--- src/design/bc1_block_decoder_defines.svh ---
// ----------------------------------------------------------------------------
// BC1 block decoder assertion macros
// Shared concurrent-check forms, clocked on clk and held off by rst_n.
// ----------------------------------------------------------------------------
`ifndef BC1_BLOCK_DECODER_DEFINES_SVH
`define BC1_BLOCK_DECODER_DEFINES_SVH

// same-cycle implication
`define BC1_CHECK_NOW(label, ante, cons, msg) \
  label: assert property (@(posedge clk) disable iff (!rst_n) (ante) |-> (cons)) \
    else $error(msg);

// next-cycle implication
`define BC1_CHECK_NEXT(label, ante, cons, msg) \
  label: assert property (@(posedge clk) disable iff (!rst_n) (ante) |=> (cons)) \
    else $error(msg);

`endif

--- src/design/bc1_pkg.sv ---
// ----------------------------------------------------------------------------
// BC1 block decoder package
// Shared widths, limits, queue entry type and the divide-by-three helper.
// ----------------------------------------------------------------------------
package bc1_pkg;

  localparam int MAX_WIDTH  = 4096;
  localparam int MAX_HEIGHT = 4096;

  localparam int CFG_W   = 13;
  localparam int COL_W   = 10;
  localparam int COORD_W = 12;
  localparam int COLOR_W = 16;
  localparam int IDX_W   = 32;

  localparam int BPR_LIM_I = (MAX_WIDTH / 4 > 1024) ? 1024 :
                             ((MAX_WIDTH / 4 < 1) ? 1 : MAX_WIDTH / 4);
  localparam int ROW_LIM_I = (MAX_HEIGHT / 4 > 1024) ? 1024 :
                             ((MAX_HEIGHT / 4 < 1) ? 1 : MAX_HEIGHT / 4);

  localparam logic [COL_W:0] BPR_LIM = (COL_W + 1)'(BPR_LIM_I);
  localparam logic [COL_W:0] ROW_LIM = (COL_W + 1)'(ROW_LIM_I);

  localparam logic [CFG_W-1:0] IMAGE_WIDTH_RST = CFG_W'(4);

  localparam logic [1:0] SEL_CLEAR = 2'd3;
  localparam logic [3:0] PIX_LAST  = 4'd15;

  typedef struct packed {
    logic [3:0][COLOR_W-1:0] pal;
    logic                    four;
    logic [IDX_W-1:0]        idx;
    logic [COL_W-1:0]        col;
    logic [COL_W-1:0]        row;
  } blk_t;

  typedef struct packed {
    logic full;
    logic valid;
  } q_stat_t;

  // truncating v/3 for any 8-bit v, as (v*171)>>9
  function automatic logic [6:0] div3(input logic [7:0] v);
    logic [16:0] prod;
    prod = {9'd0, v} * 17'd171;
    return prod[15:9];
  endfunction

endpackage

--- src/design/bc1_front.sv ---
// ----------------------------------------------------------------------------
// BC1 front end
// Takes blocks, builds the four-entry palette, tracks the block position and
// holds the image width register. Writes one queue entry per block.
// ----------------------------------------------------------------------------
module bc1_front import bc1_pkg::*; (
  input  logic             clk,
  input  logic             rst_n,
  input  logic             in_valid,
  output logic             in_stall,
  input  logic [63:0]      in_block_word,
  input  logic             in_last_block,
  input  logic             cfg_valid,
  output logic             cfg_ready,
  input  logic [CFG_W-1:0] cfg_image_width,
  input  q_stat_t          q_stat,
  output logic             push,
  output blk_t             push_blk
);

  logic [CFG_W-1:0] image_width_r;
  logic [COL_W-1:0] col_r, col_nxt;
  logic [COL_W-1:0] row_r, row_nxt;

  logic [15:0] c0, c1;
  logic [4:0]  r0, r1, b0, b1;
  logic [5:0]  g0, g1;
  logic        four;
  logic [6:0]  r2, g2, b2, r3, g3, b3;
  logic [5:0]  r_sum, b_sum;
  logic [6:0]  g_sum;
  logic [COL_W:0] bw, bpr, col_inc, row_inc;

  assign cfg_ready = 1'b1;
  assign in_stall  = q_stat.full;
  assign push      = in_valid && !q_stat.full;

  assign c0 = in_block_word[15:0];
  assign c1 = in_block_word[31:16];
  assign r0 = c0[15:11];
  assign g0 = c0[10:5];
  assign b0 = c0[4:0];
  assign r1 = c1[15:11];
  assign g1 = c1[10:5];
  assign b1 = c1[4:0];
  assign four = c0 > c1;

  assign r2 = div3({2'b00, r0, 1'b0} + {3'b000, r1});
  assign g2 = div3({1'b0, g0, 1'b0} + {2'b00, g1});
  assign b2 = div3({2'b00, b0, 1'b0} + {3'b000, b1});
  assign r3 = div3({3'b000, r0} + {2'b00, r1, 1'b0});
  assign g3 = div3({2'b00, g0} + {1'b0, g1, 1'b0});
  assign b3 = div3({3'b000, b0} + {2'b00, b1, 1'b0});

  assign r_sum = {1'b0, r0} + {1'b0, r1};
  assign g_sum = {1'b0, g0} + {1'b0, g1};
  assign b_sum = {1'b0, b0} + {1'b0, b1};

  always_comb begin
    push_blk.pal[0] = c0;
    push_blk.pal[1] = c1;
    if (four) begin
      push_blk.pal[2] = {r2[4:0], g2[5:0], b2[4:0]};
      push_blk.pal[3] = {r3[4:0], g3[5:0], b3[4:0]};
    end else begin
      push_blk.pal[2] = {r_sum[5:1], g_sum[6:1], b_sum[5:1]};
      push_blk.pal[3] = '0;
    end
    push_blk.four = four;
    push_blk.idx  = in_block_word[63:32];
    push_blk.col  = col_r;
    push_blk.row  = row_r;
  end

  assign bw      = image_width_r[CFG_W-1:2];
  assign col_inc = {1'b0, col_r} + (COL_W + 1)'(1);
  assign row_inc = {1'b0, row_r} + (COL_W + 1)'(1);

  always_comb begin
    if (bw > BPR_LIM) begin
      bpr = BPR_LIM;
    end else if (bw == '0) begin
      bpr = (COL_W + 1)'(1);
    end else begin
      bpr = bw;
    end
    col_nxt = col_r;
    row_nxt = row_r;
    if (push) begin
      if (in_last_block) begin
        col_nxt = '0;
        row_nxt = '0;
      end else if (col_inc >= bpr) begin
        col_nxt = '0;
        row_nxt = (row_inc >= ROW_LIM) ? '0 : row_inc[COL_W-1:0];
      end else begin
        col_nxt = col_inc[COL_W-1:0];
      end
    end
  end

  always_ff @(posedge clk) begin
    if (!rst_n) begin
      image_width_r <= IMAGE_WIDTH_RST;
      col_r         <= '0;
      row_r         <= '0;
    end else begin
      if (cfg_valid && cfg_ready) begin
        image_width_r <= cfg_image_width;
      end
      col_r <= col_nxt;
      row_r <= row_nxt;
    end
  end

endmodule

--- src/design/bc1_queue.sv ---
// ----------------------------------------------------------------------------
// BC1 block queue
// Two-entry queue of decoded palettes between front end and pixel sequencer.
// ----------------------------------------------------------------------------
module bc1_queue import bc1_pkg::*; (
  input  logic    clk,
  input  logic    rst_n,
  input  logic    push,
  input  blk_t    push_blk,
  input  logic    pop,
  output blk_t    head,
  output q_stat_t q_stat
);

  blk_t       ent_r [2];
  logic       wr_ptr_r, rd_ptr_r;
  logic [1:0] cnt_r, cnt_nxt;

  assign q_stat.full  = cnt_r == 2'd2;
  assign q_stat.valid = cnt_r != 2'd0;
  assign head         = ent_r[rd_ptr_r];

  always_comb begin
    cnt_nxt = cnt_r;
    if (push && !pop) begin
      cnt_nxt = cnt_r + 2'd1;
    end else if (pop && !push) begin
      cnt_nxt = cnt_r - 2'd1;
    end
  end

  always_ff @(posedge clk) begin
    if (!rst_n) begin
      wr_ptr_r <= 1'b0;
      rd_ptr_r <= 1'b0;
      cnt_r    <= 2'd0;
    end else begin
      cnt_r <= cnt_nxt;
      if (push) begin
        wr_ptr_r <= !wr_ptr_r;
      end
      if (pop) begin
        rd_ptr_r <= !rd_ptr_r;
      end
    end
  end

  always_ff @(posedge clk) begin
    if (push) begin
      ent_r[wr_ptr_r] <= push_blk;
    end
  end

endmodule

--- src/design/bc1_back.sv ---
// ----------------------------------------------------------------------------
// BC1 pixel sequencer
// Walks the sixteen indices of the head block, one pixel per beat, into a
// registered result stage.
// ----------------------------------------------------------------------------
module bc1_back import bc1_pkg::*; (
  input  logic               clk,
  input  logic               rst_n,
  input  blk_t               head,
  input  q_stat_t            q_stat,
  output logic               pop,
  output logic               out_valid,
  input  logic               out_stall,
  output logic [COLOR_W-1:0] out_pixel_color,
  output logic [COORD_W-1:0] out_pixel_x,
  output logic [COORD_W-1:0] out_pixel_y,
  output logic               out_transparent,
  output logic               out_last_pixel
);

  logic               out_valid_r;
  logic [3:0]         pix_r;
  logic               adv;
  logic [1:0]         sel;
  logic               clear;
  logic [COLOR_W-1:0] color_r;
  logic [COORD_W-1:0] x_r, y_r;
  logic               transp_r, last_r;

  assign adv   = q_stat.valid && (!out_valid_r || !out_stall);
  assign pop   = adv && (pix_r == PIX_LAST);
  assign sel   = head.idx[{pix_r, 1'b0} +: 2];
  assign clear = !head.four && (sel == SEL_CLEAR);

  always_ff @(posedge clk) begin
    if (!rst_n) begin
      out_valid_r <= 1'b0;
      pix_r       <= '0;
    end else begin
      if (adv) begin
        out_valid_r <= 1'b1;
        pix_r       <= pix_r + 4'd1;
      end else if (!out_stall) begin
        out_valid_r <= 1'b0;
      end
    end
  end

  always_ff @(posedge clk) begin
    if (adv) begin
      color_r  <= clear ? '0 : head.pal[sel];
      x_r      <= {head.col, pix_r[1:0]};
      y_r      <= {head.row, pix_r[3:2]};
      transp_r <= clear;
      last_r   <= pix_r == PIX_LAST;
    end
  end

  assign out_valid       = out_valid_r;
  assign out_pixel_color = color_r;
  assign out_pixel_x     = x_r;
  assign out_pixel_y     = y_r;
  assign out_transparent = transp_r;
  assign out_last_pixel  = last_r;

endmodule

--- src/design/bc1_block_decoder.sv ---
// ----------------------------------------------------------------------------
// BC1 block decoder
// Decodes 64-bit BC1 blocks into sixteen RGB565 pixels with image coordinates.
//
//   channel  direction  handshake            beat carries
//   in_      input      in_valid / in_stall   block word, last-block flag
//   out_     output     out_valid / out_stall pixel colour, x, y, flags
//   cfg_     input      cfg_valid / cfg_ready image width
//
// The pixel sequencer emits one pixel per cycle while a block is queued and the output is not stalled.
// A block enters the queue in the cycle it is accepted; its first pixel
// is registered into the result stage once it is at the queue head and that stage is free.
// Reset is synchronous; the image width returns to four and the position to
// the origin. A two-entry queue lets the front take blocks while the output
// stalls; in_stall rises only when the queue is full.
// ----------------------------------------------------------------------------
`include "bc1_block_decoder_defines.svh"

module bc1_block_decoder import bc1_pkg::*; (
  input  logic               clk,
  input  logic               rst_n,
  input  logic               in_valid,
  output logic               in_stall,
  input  logic [63:0]        in_block_word,
  input  logic               in_last_block,
  output logic               out_valid,
  input  logic               out_stall,
  output logic [COLOR_W-1:0] out_pixel_color,
  output logic [COORD_W-1:0] out_pixel_x,
  output logic [COORD_W-1:0] out_pixel_y,
  output logic               out_transparent,
  output logic               out_last_pixel,
  input  logic               cfg_valid,
  output logic               cfg_ready,
  input  logic [CFG_W-1:0]   cfg_image_width
);

  q_stat_t q_stat;
  logic    push, pop;
  blk_t    push_blk, head;

  bc1_front u_front (
    .clk             (clk),
    .rst_n           (rst_n),
    .in_valid        (in_valid),
    .in_stall        (in_stall),
    .in_block_word   (in_block_word),
    .in_last_block   (in_last_block),
    .cfg_valid       (cfg_valid),
    .cfg_ready       (cfg_ready),
    .cfg_image_width (cfg_image_width),
    .q_stat          (q_stat),
    .push            (push),
    .push_blk        (push_blk)
  );

  bc1_queue u_queue (
    .clk      (clk),
    .rst_n    (rst_n),
    .push     (push),
    .push_blk (push_blk),
    .pop      (pop),
    .head     (head),
    .q_stat   (q_stat)
  );

  bc1_back u_back (
    .clk             (clk),
    .rst_n           (rst_n),
    .head            (head),
    .q_stat          (q_stat),
    .pop             (pop),
    .out_valid       (out_valid),
    .out_stall       (out_stall),
    .out_pixel_color (out_pixel_color),
    .out_pixel_x     (out_pixel_x),
    .out_pixel_y     (out_pixel_y),
    .out_transparent (out_transparent),
    .out_last_pixel  (out_last_pixel)
  );

  `BC1_CHECK_NOW(a_last_corner, out_valid && out_last_pixel, out_pixel_x[1:0] == 2'b11 && out_pixel_y[1:0] == 2'b11, "last pixel not at tile corner")
  `BC1_CHECK_NOW(a_transp_black, out_valid && out_transparent, out_pixel_color == '0, "transparent pixel not black")
  `BC1_CHECK_NEXT(a_push_queued, in_valid && !in_stall, q_stat.valid, "accepted block missing from queue")

endmodule

--- config.mk ---
export PLATFORM = sky130hd
export DESIGN_NAME = bc1_block_decoder
export DESIGN_NICKNAME = d
export VERILOG_FILES = /design/src/design/bc1_pkg.sv /design/src/design/bc1_front.sv /design/src/design/bc1_queue.sv /design/src/design/bc1_back.sv /design/src/design/bc1_block_decoder.sv
export VERILOG_INCLUDE_DIRS = /design/src /design/src/design
export SDC_FILE = /design/constraint.sdc
export NUM_CORES = 1
export LEC_CHECK = 0
export ABC_AREA = 1
export BUFFER_PORTS_ARGS = -buffer_cell sky130_fd_sc_hd__buf_2
export CAP_MARGIN = 20
export CORE_MARGIN = 2
export CORE_UTILIZATION = 56
export DETAILED_ROUTE_END_ITERATION = 12
export GPL_TIMING_DRIVEN = 0
export PLACE_DENSITY = 0.81
export SLEW_MARGIN = 20
export SYNTH_ARGS = -nofsm -noshare
export SYNTH_HDL_FRONTEND = slang
export SYNTH_SLANG_ARGS = --single-unit
--- constraint.sdc ---
create_clock -name clk -period 8.3 [get_ports clk]
set_clock_uncertainty 0.2 [all_clocks]
set_input_delay 2.075 -clock clk [delete_from_list [all_inputs] [get_ports clk]]
set_output_delay 2.075 -clock clk [all_outputs]
set_load 0.01 [all_outputs]
==> metrics.txt <==
Vias/cell 5.57; Mapped Nets 2,597; Buffers on Ports 124; Synth Area in Simple Gates 15.3%; Starting Density 57.1%; library cells used by synthesis 43; Seq cells post-synth 317; drt wl/cell 16.9 µm; sequential share of the synthesized area 43.3%; global-route wire length before repair 77.1 mm; Setup Buffers After CTS 0; minimum clock period 6.83 ns; Pins Over Slew Limit 0; Die Y 198 µm; Post-Synth XOR/XNOR Area 2.88%; crit-path leading delay family adder cells; die area 0.0391 mm²; Commonest cells post-synth nand2_1 (456), inv_1 (299), ha_1 (285); H-tree Lvls 1; Global Route Usage Sum 24.7%; CP cell instances buf_2 -> ha_1 -> fa_1 -> nand2_1 -> nand2_1 -> a21oi_1 -> xnor2_1 -> inv_1 -> fa_1 -> inv_1 -> fa_1 -> inv_1 -> fa_1 -> inv_1 -> ha_1 -> nand2_1 -> or2_2 -> nand2_1 -> a21oi_1 -> o21ai_0 -> or2_2 -> nand3_1 -> nand2_1; FF/Latch Area 0.00911 mm²; Fin. Hold Viols 0; DR DRC count 0; Setup Viol. Count Final 0; CTS tree done; post-synthesis mux area share 2.19%; antenna-violating nets left 0; RSZ-0062 raised after global routing false; HPWL Detailed 36.5 mm; worst hold margin 0.300 ns; RD Place Congestion 0.894; synthesized area per cell 9.72 µm²; Overflow after GRT 0; vias in the first global route 16,200; fin cells 2,829; static leakage 11.1 nW; relative slew slack 41.5%; Top FF cell, synth edfxtp_1; Crit Path Category primary input to register; startpoint types primary input; TritonCTS Buffers 31; Critical-path top delay cell fa_1; cell taking the most area after synthesis edfxtp_1; num ports 128; area share of the largest cell type after synthesis 39.4%; Post-synth EDFFs 276; Nets 2,766; drt total wl 47.8 mm; Tcrit/Tclk final 82.3%; largest family of logic cells by synthesized area adder cells; die width 198 µm; layout filler cell count 2,795; required time of the critical path 8.38 ns; Netlist Area Pre-Place 0.0210 mm²; FFs w/ async S/R, synth 0%; worst path arrival time 6.91 ns; DRT Pass-1 Iters 8; multi-input logic area 0.0105 mm²; area delta synth->final 12.6%; Sink Count 317; Worst-Skew Late Latency 0.56 ns; via count 15,800; Worst Path Max Fanout 8; Peak supply drop 0.237 mV; most common cell in the netlist nand2_1; Iter 0 DRT Violations 1,049; Core Region 0.0368 mm²; post-CTS sizing 0; CP peak stage delay 0.55 ns; Setup crit end kind register; share of cells above drive strength 1 10.2%; worst slew pin tran 0.869 ns; pin count of the biggest net entering global routing 27; antenna violations before repair 6; Max Cap Viol 0; ranking of synthesized cells by area edfxtp_1 (39%), ha_1 (17%), nand2_1 (8.1%); clock buffer depth 3; CTS Root Cell clkbuf_16; Fmax achieved 146 MHz; row count 70; total placed cells including tap cells 2,766; pwr dens 298 mW/mm²; outcome completed; Yosys warning total 0; Crit path buffers/inverters 5; worst min path class register to register; clock slew seen by the registers of the worst setup and hold paths 0.07 ns; Synth Area in Compound Gates 6.08%; cts hold-fix bufs 0; CP most frequent cell nand2_1; fraction of the mapped netlist area in adder cells 23.3%; synthesized instance count 2,162
[state kept, by name (all words and copies together), names as in the netlist, named ones only]
register	flops
u_front.col_r	10
u_queue.rd_ptr_r	1
u_back.out_valid	1
u_queue.ent_r	234
u_back.out_last_pixel	1
u_queue.wr_ptr_r	1
u_back.out_pixel_y	12
u_back.pix_r	4
u_back.out_pixel_x	12
u_front.row_r	10
u_queue.cnt_r	2
u_back.out_pixel_color	16
u_back.out_transparent	1
u_front.image_width_r	11
[worst paths after layout]
check	startpoint	endpoint	slack [ns]	cells after the start
min reg2reg	u_front.col_r[9]	u_queue.ent_r[0][19]	0.30	0
max reg2reg	u_front.col_r[0]	u_front.row_r[9]	5.02	16
max	in_block_word[5]	u_queue.ent_r[1][93]	1.47	23
min	u_front.col_r[9]	u_queue.ent_r[0][19]	0.30	0
[metrics by stage]
step / instance area (µm²) / setup TNS (ns) / utilization [%] / setup WS, ns / total power, W
6_report: 23700 / 0 / 64.3 / 1.47 / 0.00705
3_5_place_dp: 22500 / 0 / 61.3 / 0.958 / 0.00553
5_1_grt: 23700 / 0 / 64.3 / 1.17 / 0.00766
2_1_floorplan: 21000 / 0 / - / 0.228 / 0.00468
4_1_cts: 23700 / 0 / 64.3 / 1.52 / 0.00706
3_3_place_gp: 22200 / -587.32 / 60.4 / -2.66 / 0.00536
[power by group]
part	switching (W)	internal (W)	total [W]
Combinational	0.00210	0.00135	0.00345
Sequential	0.0000634	0.00204	0.00210
Clock	0.000591	0.000913	0.00150
Total	0.00276	0.00430	0.00705
[area by class of cell]
class	count	share of cell area, %
well taps	468	2.47
flip-flops and latches	317	38.5
clock buffers	35	3.38
inverters	307	4.88
multi-input cells	1488	44.3
diodes	5	0.0529
repair buffers	136	3.92
clock inverters	23	1.30
plain buffers	50	1.20
[cells by family (layout without fill, tap and decap cells)]
group,after synthesis,in the layout
mux,46,46
flops,317,317
xor+xnor,69,69
compound gates,238,238
buf+inv,357,551
simple gates,782,782
fa+ha+maj,352,352
other cells,1,6
[cell usage in the layout, fill, tap and decap left out, types with 13 or more instances in the layout]
| cell type | n |
|---|---|
| nand2_1 | 456 |
| inv_1 | 298 |
| ha_1 | 285 |
| edfxtp_1 | 276 |
| buf_2 | 141 |
| nor2_1 | 140 |
| nand3_1 | 139 |
| a21oi_1 | 125 |
| fa_1 | 67 |
| o21ai_0 | 65 |
| xor2_1 | 48 |
| mux2i_1 | 46 |
| dfxtp_1 | 41 |
| clkbuf_16 | 31 |
| xnor2_1 | 21 |
| clkbuf_1 | 17 |
| nand4_1 | 16 |
| o21ai_1 | 13 |
[per-layer routing]
metal | GRT usage, % | share of wire [%]
met4 | 9.30 | 3.4
met2 | 44.8 | 50
met1 | 30.1 | 40
met3 | 3.22 | 6.8
met5 | 0 | 0.092
Note: power is estimated with default switching activity, not from simulation.
